===== config.mk =====
export PLATFORM = sky130hd
export DESIGN_NAME = humidity_temperature_linear_calibration_unit
export DESIGN_NICKNAME = d
export VERILOG_FILES = /design/src/sv/htlc_pkg.sv /design/src/sv/htlc_front.sv /design/src/sv/htlc_div_cell.sv /design/src/sv/htlc_back.sv /design/src/sv/humidity_temperature_linear_calibration_unit.sv
export SDC_FILE = /design/constraint.sdc
export NUM_CORES = 2
export LEC_CHECK = 0
export ABC_AREA = 0
export BUFFER_PORTS_ARGS = -buffer_cell sky130_fd_sc_hd__buf_2
export CAP_MARGIN = 15
export CORE_ASPECT_RATIO = 1.1
export CORE_MARGIN = 5
export CORE_UTILIZATION = 45
export CTS_BUF_LIST = sky130_fd_sc_hd__clkbuf_16
export DETAILED_ROUTE_END_ITERATION = 10
export HOLD_SLACK_MARGIN = 0.12
export PLACE_DENSITY = 0.69
export SLEW_MARGIN = 10
export SYNTH_ARGS = -nofsm -noshare
export SYNTH_HDL_FRONTEND = slang
export SYNTH_SLANG_ARGS = --single-unit

===== constraint.sdc =====
create_clock -name clock -period 14.1 [get_ports clock]
set_input_delay 2.82 -clock clock [delete_from_list [all_inputs] [get_ports clock]]
set_output_delay 2.82 -clock clock [all_outputs]
set_load 0.005 [all_outputs]

===== src/sv/htlc_pkg.sv =====
// htlc_pkg: widths, register indexes, limits and shared types of the
// humidity/temperature linear calibration unit. No dependencies.

package htlc_pkg;

   localparam int RawW   = 16;
   localparam int PtW    = 7;
   localparam int DiffW  = 17;
   localparam int Dpt10W = 12;
   localparam int ProdW  = 29;
   localparam int MagW   = 27;
   localparam int DivW   = 16;
   localparam int BaseW  = 11;
   localparam int CsrIdxW = 4;
   localparam int NumCells = MagW;

   localparam logic [CsrIdxW-1:0] CSR_HUM_PT0  = 4'd0;
   localparam logic [CsrIdxW-1:0] CSR_HUM_PT1  = 4'd1;
   localparam logic [CsrIdxW-1:0] CSR_HUM_RAW0 = 4'd2;
   localparam logic [CsrIdxW-1:0] CSR_HUM_RAW1 = 4'd3;
   localparam logic [CsrIdxW-1:0] CSR_TMP_PT0  = 4'd4;
   localparam logic [CsrIdxW-1:0] CSR_TMP_PT1  = 4'd5;
   localparam logic [CsrIdxW-1:0] CSR_TMP_RAW0 = 4'd6;
   localparam logic [CsrIdxW-1:0] CSR_TMP_RAW1 = 4'd7;

   localparam int HUM_FULL_SCALE = 1000;
   localparam int TEMP_MAX = 32767;
   localparam int TEMP_MIN = -32768;

   localparam logic CH_HUM  = 1'b0;
   localparam logic CH_TEMP = 1'b1;

   typedef struct packed {
      logic [PtW-1:0]  hum_pt0;
      logic [PtW-1:0]  hum_pt1;
      logic [RawW-1:0] hum_raw0;
      logic [RawW-1:0] hum_raw1;
      logic [PtW-1:0]  tmp_pt0;
      logic [PtW-1:0]  tmp_pt1;
      logic [RawW-1:0] tmp_raw0;
      logic [RawW-1:0] tmp_raw1;
   } htlc_cfg_type;

   typedef struct packed {
      logic             op;
      logic             err;
      logic             qneg;
      logic [BaseW-1:0] base;
      logic [DivW-1:0]  divisor;
      logic [DivW-1:0]  rem;
      logic [MagW-1:0]  dq;
   } htlc_div_type;

endpackage


===== src/sv/htlc_front.sv =====
// htlc_front: calibration point selection, numerator product and magnitude
// stages ahead of the divider chain. Depends on htlc_pkg.

module htlc_front (
   input  logic                  clock,
   input  logic                  reset,
   input  htlc_pkg::htlc_cfg_type cfg,
   input  logic                  req_valid,
   output logic                  req_stall,
   input  logic                  req_op,
   input  logic [15:0]           req_raw_sample,
   output logic                  out_valid,
   output htlc_pkg::htlc_div_type out_data,
   input  logic                  out_stall
);
   import htlc_pkg::*;

   logic                     s1_valid_ff, s1_valid_in;
   logic                     s1_op_ff;
   logic signed [DiffW-1:0]  s1_diff_ff, diff_c;
   logic signed [Dpt10W-1:0] s1_dpt10_ff, dpt10_c;
   logic [DivW-1:0]          s1_div_ff, div_c;
   logic                     s1_neg_ff, neg_c;
   logic                     s1_err_ff, err_c;
   logic [BaseW-1:0]         s1_base_ff, base_c;

   logic                     s2_valid_ff, s2_valid_in;
   logic                     s2_op_ff;
   logic signed [ProdW-1:0]  s2_prod_ff, prod_c;
   logic [DivW-1:0]          s2_div_ff;
   logic                     s2_neg_ff;
   logic                     s2_err_ff;
   logic [BaseW-1:0]         s2_base_ff;

   logic                     s3_valid_ff, s3_valid_in;
   htlc_div_type             s3_data_ff, s3_data_in;

   logic s1_move, s2_move, s3_move;

   assign s3_move   = !s3_valid_ff || !out_stall;
   assign s2_move   = !s2_valid_ff || s3_move;
   assign s1_move   = !s1_valid_ff || s2_move;
   assign req_stall = !s1_move;

   assign s1_valid_in = s1_move ? req_valid : s1_valid_ff;
   assign s2_valid_in = s2_move ? s1_valid_ff : s2_valid_ff;
   assign s3_valid_in = s3_move ? s2_valid_ff : s3_valid_ff;

   // point selection and differences
   always_comb begin
      logic [PtW-1:0]          pt0;
      logic [PtW-1:0]          pt1;
      logic [RawW-1:0]         raw0;
      logic [RawW-1:0]         raw1;
      logic signed [7:0]       dpt;
      logic signed [Dpt10W-1:0] dpt_ext;
      logic signed [DiffW-1:0] span;
      logic [DiffW-1:0]        span_abs;
      if (req_op == CH_TEMP) begin
         pt0  = cfg.tmp_pt0;
         pt1  = cfg.tmp_pt1;
         raw0 = cfg.tmp_raw0;
         raw1 = cfg.tmp_raw1;
      end else begin
         pt0  = cfg.hum_pt0;
         pt1  = cfg.hum_pt1;
         raw0 = cfg.hum_raw0;
         raw1 = cfg.hum_raw1;
      end
      diff_c   = $signed({req_raw_sample[15], req_raw_sample}) - $signed({raw0[15], raw0});
      dpt      = $signed({1'b0, pt1}) - $signed({1'b0, pt0});
      dpt_ext  = {{4{dpt[7]}}, dpt};
      dpt10_c  = (dpt_ext <<< 3) + (dpt_ext <<< 1);
      span     = $signed({raw1[15], raw1}) - $signed({raw0[15], raw0});
      span_abs = span[DiffW-1] ? (17'd0 - span) : span;
      div_c    = span_abs[DivW-1:0];
      neg_c    = span[DiffW-1];
      err_c    = (span == 17'sd0);
      base_c   = {1'b0, pt0, 3'b000} + {3'b000, pt0, 1'b0};
   end

   assign prod_c = s1_diff_ff * s1_dpt10_ff;

   // magnitude and quotient sign
   always_comb begin
      logic [ProdW-1:0] mag;
      mag = s2_prod_ff[ProdW-1] ? (29'd0 - s2_prod_ff) : s2_prod_ff;
      s3_data_in         = s3_data_ff;
      if (s3_move) begin
         s3_data_in.op      = s2_op_ff;
         s3_data_in.err     = s2_err_ff;
         s3_data_in.qneg    = s2_prod_ff[ProdW-1] ^ s2_neg_ff;
         s3_data_in.base    = s2_base_ff;
         s3_data_in.divisor = s2_div_ff;
         s3_data_in.rem     = '0;
         s3_data_in.dq      = mag[MagW-1:0];
      end
   end

   always_ff @(posedge clock) begin
      if (reset) begin
         s1_valid_ff <= 1'b0;
         s2_valid_ff <= 1'b0;
         s3_valid_ff <= 1'b0;
      end else begin
         s1_valid_ff <= s1_valid_in;
         s2_valid_ff <= s2_valid_in;
         s3_valid_ff <= s3_valid_in;
      end
   end

   always_ff @(posedge clock) begin
      if (s1_move) begin
         s1_op_ff    <= req_op;
         s1_diff_ff  <= diff_c;
         s1_dpt10_ff <= dpt10_c;
         s1_div_ff   <= div_c;
         s1_neg_ff   <= neg_c;
         s1_err_ff   <= err_c;
         s1_base_ff  <= base_c;
      end
      if (s2_move) begin
         s2_op_ff   <= s1_op_ff;
         s2_prod_ff <= prod_c;
         s2_div_ff  <= s1_div_ff;
         s2_neg_ff  <= s1_neg_ff;
         s2_err_ff  <= s1_err_ff;
         s2_base_ff <= s1_base_ff;
      end
      s3_data_ff <= s3_data_in;
   end

   assign out_valid = s3_valid_ff;
   assign out_data  = s3_data_ff;

endmodule


===== src/sv/htlc_div_cell.sv =====
// htlc_div_cell: one restoring division step, one quotient bit per cell,
// registered towards the next cell. Depends on htlc_pkg.

module htlc_div_cell (
   input  logic                  clock,
   input  logic                  reset,
   input  logic                  in_valid,
   output logic                  in_stall,
   input  htlc_pkg::htlc_div_type in_data,
   output logic                  out_valid,
   output htlc_pkg::htlc_div_type out_data,
   input  logic                  out_stall
);
   import htlc_pkg::*;

   logic         valid_ff, valid_in;
   htlc_div_type data_ff, data_in;
   logic         move;

   assign move     = !valid_ff || !out_stall;
   assign in_stall = !move;
   assign valid_in = move ? in_valid : valid_ff;

   always_comb begin
      logic [DivW:0] rem_sh;
      logic [DivW:0] rem_sub;
      logic          ge;
      rem_sh  = {in_data.rem, in_data.dq[MagW-1]};
      ge      = (rem_sh >= {1'b0, in_data.divisor});
      rem_sub = rem_sh - {1'b0, in_data.divisor};
      data_in = data_ff;
      if (move) begin
         data_in     = in_data;
         data_in.rem = ge ? rem_sub[DivW-1:0] : rem_sh[DivW-1:0];
         data_in.dq  = {in_data.dq[MagW-2:0], ge};
      end
   end

   always_ff @(posedge clock) begin
      if (reset) begin
         valid_ff <= 1'b0;
      end else begin
         valid_ff <= valid_in;
      end
   end

   always_ff @(posedge clock) begin
      data_ff <= data_in;
   end

   assign out_valid = valid_ff;
   assign out_data  = data_ff;

endmodule


===== src/sv/htlc_back.sv =====
// htlc_back: quotient sign, offset add, clamping and the response register.
// Depends on htlc_pkg.

module htlc_back (
   input  logic                  clock,
   input  logic                  reset,
   input  logic                  in_valid,
   output logic                  in_stall,
   input  htlc_pkg::htlc_div_type in_data,
   output logic                  rsp_valid,
   input  logic                  rsp_stall,
   output logic                  rsp_channel,
   output logic [15:0]           rsp_scaled_value,
   output logic                  rsp_clipped,
   output logic                  rsp_span_error
);
   import htlc_pkg::*;

   logic        rsp_valid_ff, rsp_valid_in;
   logic        channel_ff;
   logic [15:0] value_ff, value_in;
   logic        clip_ff, clip_in;
   logic        err_ff;
   logic        move;

   assign move         = !rsp_valid_ff || !rsp_stall;
   assign in_stall     = !move;
   assign rsp_valid_in = move ? in_valid : rsp_valid_ff;

   always_comb begin
      logic [MagW:0]            mag;
      logic [MagW:0]            qs;
      logic signed [ProdW-1:0]  sum;
      mag      = {1'b0, in_data.dq};
      qs       = in_data.qneg ? (28'd0 - mag) : mag;
      sum      = $signed({qs[MagW], qs}) + $signed({18'd0, in_data.base});
      value_in = sum[15:0];
      clip_in  = 1'b0;
      if (in_data.err) begin
         value_in = '0;
      end else if (in_data.op == CH_HUM) begin
         if (sum[ProdW-1]) begin
            value_in = '0;
            clip_in  = 1'b1;
         end else if (sum > 29'(HUM_FULL_SCALE)) begin
            value_in = 16'(HUM_FULL_SCALE);
            clip_in  = 1'b1;
         end
      end else begin
         if (sum > 29'(TEMP_MAX)) begin
            value_in = 16'(TEMP_MAX);
            clip_in  = 1'b1;
         end else if (sum < 29'(TEMP_MIN)) begin
            value_in = 16'(TEMP_MIN);
            clip_in  = 1'b1;
         end
      end
   end

   always_ff @(posedge clock) begin
      if (reset) begin
         rsp_valid_ff <= 1'b0;
      end else begin
         rsp_valid_ff <= rsp_valid_in;
      end
   end

   always_ff @(posedge clock) begin
      if (move) begin
         channel_ff <= in_data.op;
         value_ff   <= value_in;
         clip_ff    <= clip_in;
         err_ff     <= in_data.err;
      end
   end

   assign rsp_valid        = rsp_valid_ff;
   assign rsp_channel      = channel_ff;
   assign rsp_scaled_value = value_ff;
   assign rsp_clipped      = clip_ff;
   assign rsp_span_error   = err_ff;

endmodule


===== src/sv/humidity_temperature_linear_calibration_unit.sv =====
// humidity_temperature_linear_calibration_unit: top level, calibration
// registers, front stages, divider cell row and response stage.
// Depends on htlc_pkg, htlc_front, htlc_div_cell, htlc_back.
//
//   channel   direction  handshake             payload
//   req_      in         req_valid/req_stall   req_op, req_raw_sample
//   rsp_      out        rsp_valid/rsp_stall   rsp_channel, rsp_scaled_value,
//                                              rsp_clipped, rsp_span_error
//   csr_      in         csr_valid/csr_ready   csr_index, csr_wdata
//
// one request per cycle unless rsp_stall holds the pipeline: three front
// stages, 27 divider cells (one quotient bit each) and the response register
// every stage holds on its own, so bubbles close up under rsp_stall
// reset clears all valid flags and the calibration registers to zero
// csr_ready is always high; unknown indexes are dropped

module humidity_temperature_linear_calibration_unit (
   input  logic        clock,
   input  logic        reset,
   input  logic        req_valid,
   output logic        req_stall,
   input  logic        req_op,
   input  logic [15:0] req_raw_sample,
   output logic        rsp_valid,
   input  logic        rsp_stall,
   output logic        rsp_channel,
   output logic [15:0] rsp_scaled_value,
   output logic        rsp_clipped,
   output logic        rsp_span_error,
   input  logic        csr_valid,
   output logic        csr_ready,
   input  logic [3:0]  csr_index,
   input  logic [15:0] csr_wdata
);
   import htlc_pkg::*;

   htlc_cfg_type cfg_ff, cfg_in;
   htlc_div_type chain_data  [0:NumCells];
   logic         chain_valid [0:NumCells];
   logic         chain_stall [0:NumCells];

   assign csr_ready = 1'b1;

   always_comb begin
      cfg_in = cfg_ff;
      if (csr_valid) begin
         case (csr_index)
            CSR_HUM_PT0:  cfg_in.hum_pt0  = csr_wdata[PtW-1:0];
            CSR_HUM_PT1:  cfg_in.hum_pt1  = csr_wdata[PtW-1:0];
            CSR_HUM_RAW0: cfg_in.hum_raw0 = csr_wdata;
            CSR_HUM_RAW1: cfg_in.hum_raw1 = csr_wdata;
            CSR_TMP_PT0:  cfg_in.tmp_pt0  = csr_wdata[PtW-1:0];
            CSR_TMP_PT1:  cfg_in.tmp_pt1  = csr_wdata[PtW-1:0];
            CSR_TMP_RAW0: cfg_in.tmp_raw0 = csr_wdata;
            CSR_TMP_RAW1: cfg_in.tmp_raw1 = csr_wdata;
            default: cfg_in = cfg_ff;
         endcase
      end
   end

   always_ff @(posedge clock) begin
      if (reset) begin
         cfg_ff <= '0;
      end else begin
         cfg_ff <= cfg_in;
      end
   end

   htlc_front u_front (
      .clock          (clock),
      .reset          (reset),
      .cfg            (cfg_ff),
      .req_valid      (req_valid),
      .req_stall      (req_stall),
      .req_op         (req_op),
      .req_raw_sample (req_raw_sample),
      .out_valid      (chain_valid[0]),
      .out_data       (chain_data[0]),
      .out_stall      (chain_stall[0])
   );

   for (genvar k = 0; k < NumCells; k++) begin : g_cell
      htlc_div_cell u_cell (
         .clock     (clock),
         .reset     (reset),
         .in_valid  (chain_valid[k]),
         .in_stall  (chain_stall[k]),
         .in_data   (chain_data[k]),
         .out_valid (chain_valid[k+1]),
         .out_data  (chain_data[k+1]),
         .out_stall (chain_stall[k+1])
      );
   end

   htlc_back u_back (
      .clock            (clock),
      .reset            (reset),
      .in_valid         (chain_valid[NumCells]),
      .in_stall         (chain_stall[NumCells]),
      .in_data          (chain_data[NumCells]),
      .rsp_valid        (rsp_valid),
      .rsp_stall        (rsp_stall),
      .rsp_channel      (rsp_channel),
      .rsp_scaled_value (rsp_scaled_value),
      .rsp_clipped      (rsp_clipped),
      .rsp_span_error   (rsp_span_error)
   );

endmodule


==> results.cfg <==
[status]
status = complete, no violations

[critical_path]
cp.arrival_ps = 6890
timing.rr.start = u_front.s1_dpt10_ff[4]
crit_path_start = rsp_stall
crit_path_max_fanout = 73
critPathCaptureType = output port
reg2reg_depth = 18
ff2ff_setup_slack_ps = 7580
cpMostUsedCell = buf_4
path_class = in -> out
r2r_end = u_front.s2_prod_ff[28]
cp_data_required_time_ps = 11280
crit_path_max_incr_delay_ps = 480
crit_slowest_cell = nor2_1
path_cells = buf_2 -> and3_1 -> inv_1 -> nor2_1 -> and2_1 -> and4_1 -> nand2_4 -> nor4_1 -> buf_4 -> nand3_4 -> buf_4 -> nor2_1 -> nand3_2 -> buf_4 -> inv_1 -> buf_2
cp-start-kind = primary input
setup.worst_path.end = req_stall

[route]
routed-wl-met3_um = 6560
drtIter0Drc = 3211
antenna_left = 0
topRoutingLayerUsed = met5
vias = 57800
first_pass_iters = 6
drc_errors = 0
wl_met2_um = 106000
routed_wl_um = 194000
viasPerCell = 5.24
routedLengthMet1_um = 74300
wl_per_cell_um = 17.6

[timing]
slew_headroom_pct = 23.2
max_freq_mhz = 103
setup_viol = 0
rsz0062_at_grt = false
hold_ws_ps = 334
finalSetupTns_ps = 0
fin_skew_ps = 116
min_period_over_period_pct = 68.9
min_period_ps = 9710
slew_viol_final = 0
worst_pin_slew_ps = 1150
timing.final.hold_violations = 0

[placed_design]
gp_congestion = 0.912
dp.cells = 10600
portBuffers = 62
dp_hpwl_um = 143000

[synthesis]
synth_fp_nets = 8379
synth_area_leaders = edfxtp_1 (60%), ha_1 (6.7%), fa_1 (3.9%), mux2_2 (3.1%), inv_1 (3.0%)
syn_avg_cell_area_um2 = 13.6
synth_area_um2 = 103000
ys_types = 90
synth_edf_count = 2073
synth_seq_area_share_pct = 62.6
synth_ff_type = edfxtp_1
ys_ff_latch = 2196
synth_cells = 7579
yosysTopAreaCell = edfxtp_1
yosysWarnings = 0
yosysTopAreaCellShare_pct = 60.2
synthArstFlopShare_pct = 0

[cts]
cts_buffers = 217
tritoncts = done
h-tree-depth = 4
cts.sinks = 2196
cts-hold-fix-buffers = 0
cts-root-buf = clkbuf_16
cts_buffer_depth = 3
postCtsSetupRepairBufs = 0
path_clk_slew_ps = 60
post_cts_resized = 0
insertion_delay_ps = 870

[job]
maxCapViolCount = 0

[cells_and_area]
fill_cells = 19000
area_growth_pct = 11.2
multiInputGateArea_um2 = 35200
seq_area_um2 = 64700
instances_no_fill = 11000
layout-drive-gt1-share_pct = 10.3
nNetsFinal = 8579

[pwr]
p_leak_nw = 46.9
vdd_drop_max_mv = 0.147
power_density_nw_per_um2 = 254

[global_routing]
grt-ovfl-total = 0
grt_start_max_net_pins = 74
antenna_found_initial = 5
grt_usage_pct = 16.1
grt_pass1_wl_um = 312000
first_global_vias = 59300

[die]
die_x_um = 467
row_count = 184
io_pins = 64
core_area_um2 = 229000
start_util_pct = 45.2
die_y_um = 513
die_area_um2 = 240000

[worst_hold_path]
hp-class = reg -> reg
synthesized netlist by cell type (30+ instances only):
cell type	number
ha_1	557
nand2_1	407
a21oi_1	343
nand4_1	115
nand3_1	119
xor2_1	119
mux2_2	287
o41ai_1	34
nand2b_1	45
o21ai_0	172
or3_1	63
a21boi_0	66
and3_1	33
clkbuf_1	127
o31ai_1	50
and2_1	131
mux2i_1	149
o21a_1	54
nor2b_1	128
nor2_1	451
o31a_1	30
dfxtp_1	123
edfxtp_1	2073
inv_1	827
xnor2_1	271
o211ai_1	34
a21o_1	95
a211oi_1	69
fa_1	201
nor3_1	141
layout by cell type, fill, tap and decap left out, drive strengths merged, types with 123 or more instances in the layout:
| cell | instances |
|---|---|
| edfxtp | 2073 |
| inv | 867 |
| ha | 557 |
| nor2 | 451 |
| nand2 | 407 |
| a21oi | 343 |
| mux2 | 287 |
| xnor2 | 271 |
| clkbuf | 218 |
| fa | 201 |
| o21ai | 173 |
| mux2i | 149 |
| nor3 | 143 |
| and2 | 132 |
| nor2b | 128 |
| dfxtp | 123 |
registers in the layout, indices dropped and copies added, names as in the netlist, 10 cells and up:
name                     cells
u_front.s1_dpt10_ff         11
g_cell.u_cell.out_valid     27
u_front.s2_base_ff          10
u_front.s2_prod_ff          27
u_back.rsp_scaled_value     16
g_cell.u_cell.out_data    1886
u_front.out_data            55
u_front.s1_base_ff          10
u_front.s2_div_ff           16
cfg_ff                      92
u_front.s1_diff_ff          17
u_front.s1_div_ff           16
how the worst min path moves through the flow:
stage                                   start                        endpoint  slack, ps  cells after the start
2_1_floorplan             u_front.out_data[9]   g_cell[0].u_cell.out_data[10]        400                      0
3_3_place_gp   g_cell[17].u_cell.out_data[11]  g_cell[18].u_cell.out_data[12]        400                      0
3_5_place_dp              u_front.out_data[4]    g_cell[0].u_cell.out_data[5]        400                      0
4_1_cts         g_cell[7].u_cell.out_data[68]   g_cell[8].u_cell.out_data[68]        330                      0
5_1_grt         g_cell[7].u_cell.out_data[68]   g_cell[8].u_cell.out_data[68]        340                      0
6_report        g_cell[7].u_cell.out_data[18]   g_cell[8].u_cell.out_data[19]        330                      0
cell families after synthesis:
| logic type | Yosys count | share of synthesized area (%) |
|---|---|---|
| adder cells (fa/ha/maj) | 758 | 10.6 |
| AND/OR/NAND/NOR | 1734 | 8.27 |
| buffers and inverters | 967 | 3.53 |
| multiplexers | 436 | 4.57 |
| flip-flops | 2196 | 62.6 |
| other | 1 | 0.00363 |
| AO/OA/AOI/OAI | 1094 | 7.07 |
| XOR/XNOR | 393 | 3.36 |
critical path, delay by kind of cell:
family	cells	cell delay, ps
AND/OR/NAND/NOR	9	2570
buffers and inverters	7	1460
stage by stage:
| step | setup slack [ps] | total power [mW] | utilization, % | area (um^2) |
|---|---|---|---|---|
| floorplan | 441 | 20.3 | - | 103000 |
| finish | 4390 | 29.2 | 50.3 | 115000 |
| global route | 4020 | 31.2 | 50.3 | 115000 |
| CTS | 4320 | 29.5 | 50.3 | 115000 |
| detailed placement | 4360 | 23.5 | 47.1 | 108000 |
| global placement | 4350 | 23.2 | 47.1 | 108000 |
where the power goes:
part           internal, mW  leakage (nW)  switching [mW]
combinational          5.53          18.8            6.50
sequential             10.2          24.4            1.20
clock                  3.33          3.67            2.44
total                  19.1          46.9            10.1
layout make-up:
| type | count | share of cell area (%) |
|---|---|---|
| Multi-Input combinational cell | 4416 | 30.6 |
| Timing Repair Buffer | 121 | 0.666 |
| Clock buffer | 217 | 4.72 |
| Sequential cell | 2196 | 56.3 |
| Inverter | 827 | 2.70 |
| Clock inverter | 189 | 1.69 |
| Tap cell | 3069 | 3.34 |
| Antenna cell | 3 | 0.00653 |
layer usage:
metal  up-vias  GRT usage, %
li1      28000             -
met1     28300          18.0
met2      1085          30.8
met3       426          2.38
met4         4          6.15
met5         -             0
Power figures use the tool's default switching activity.
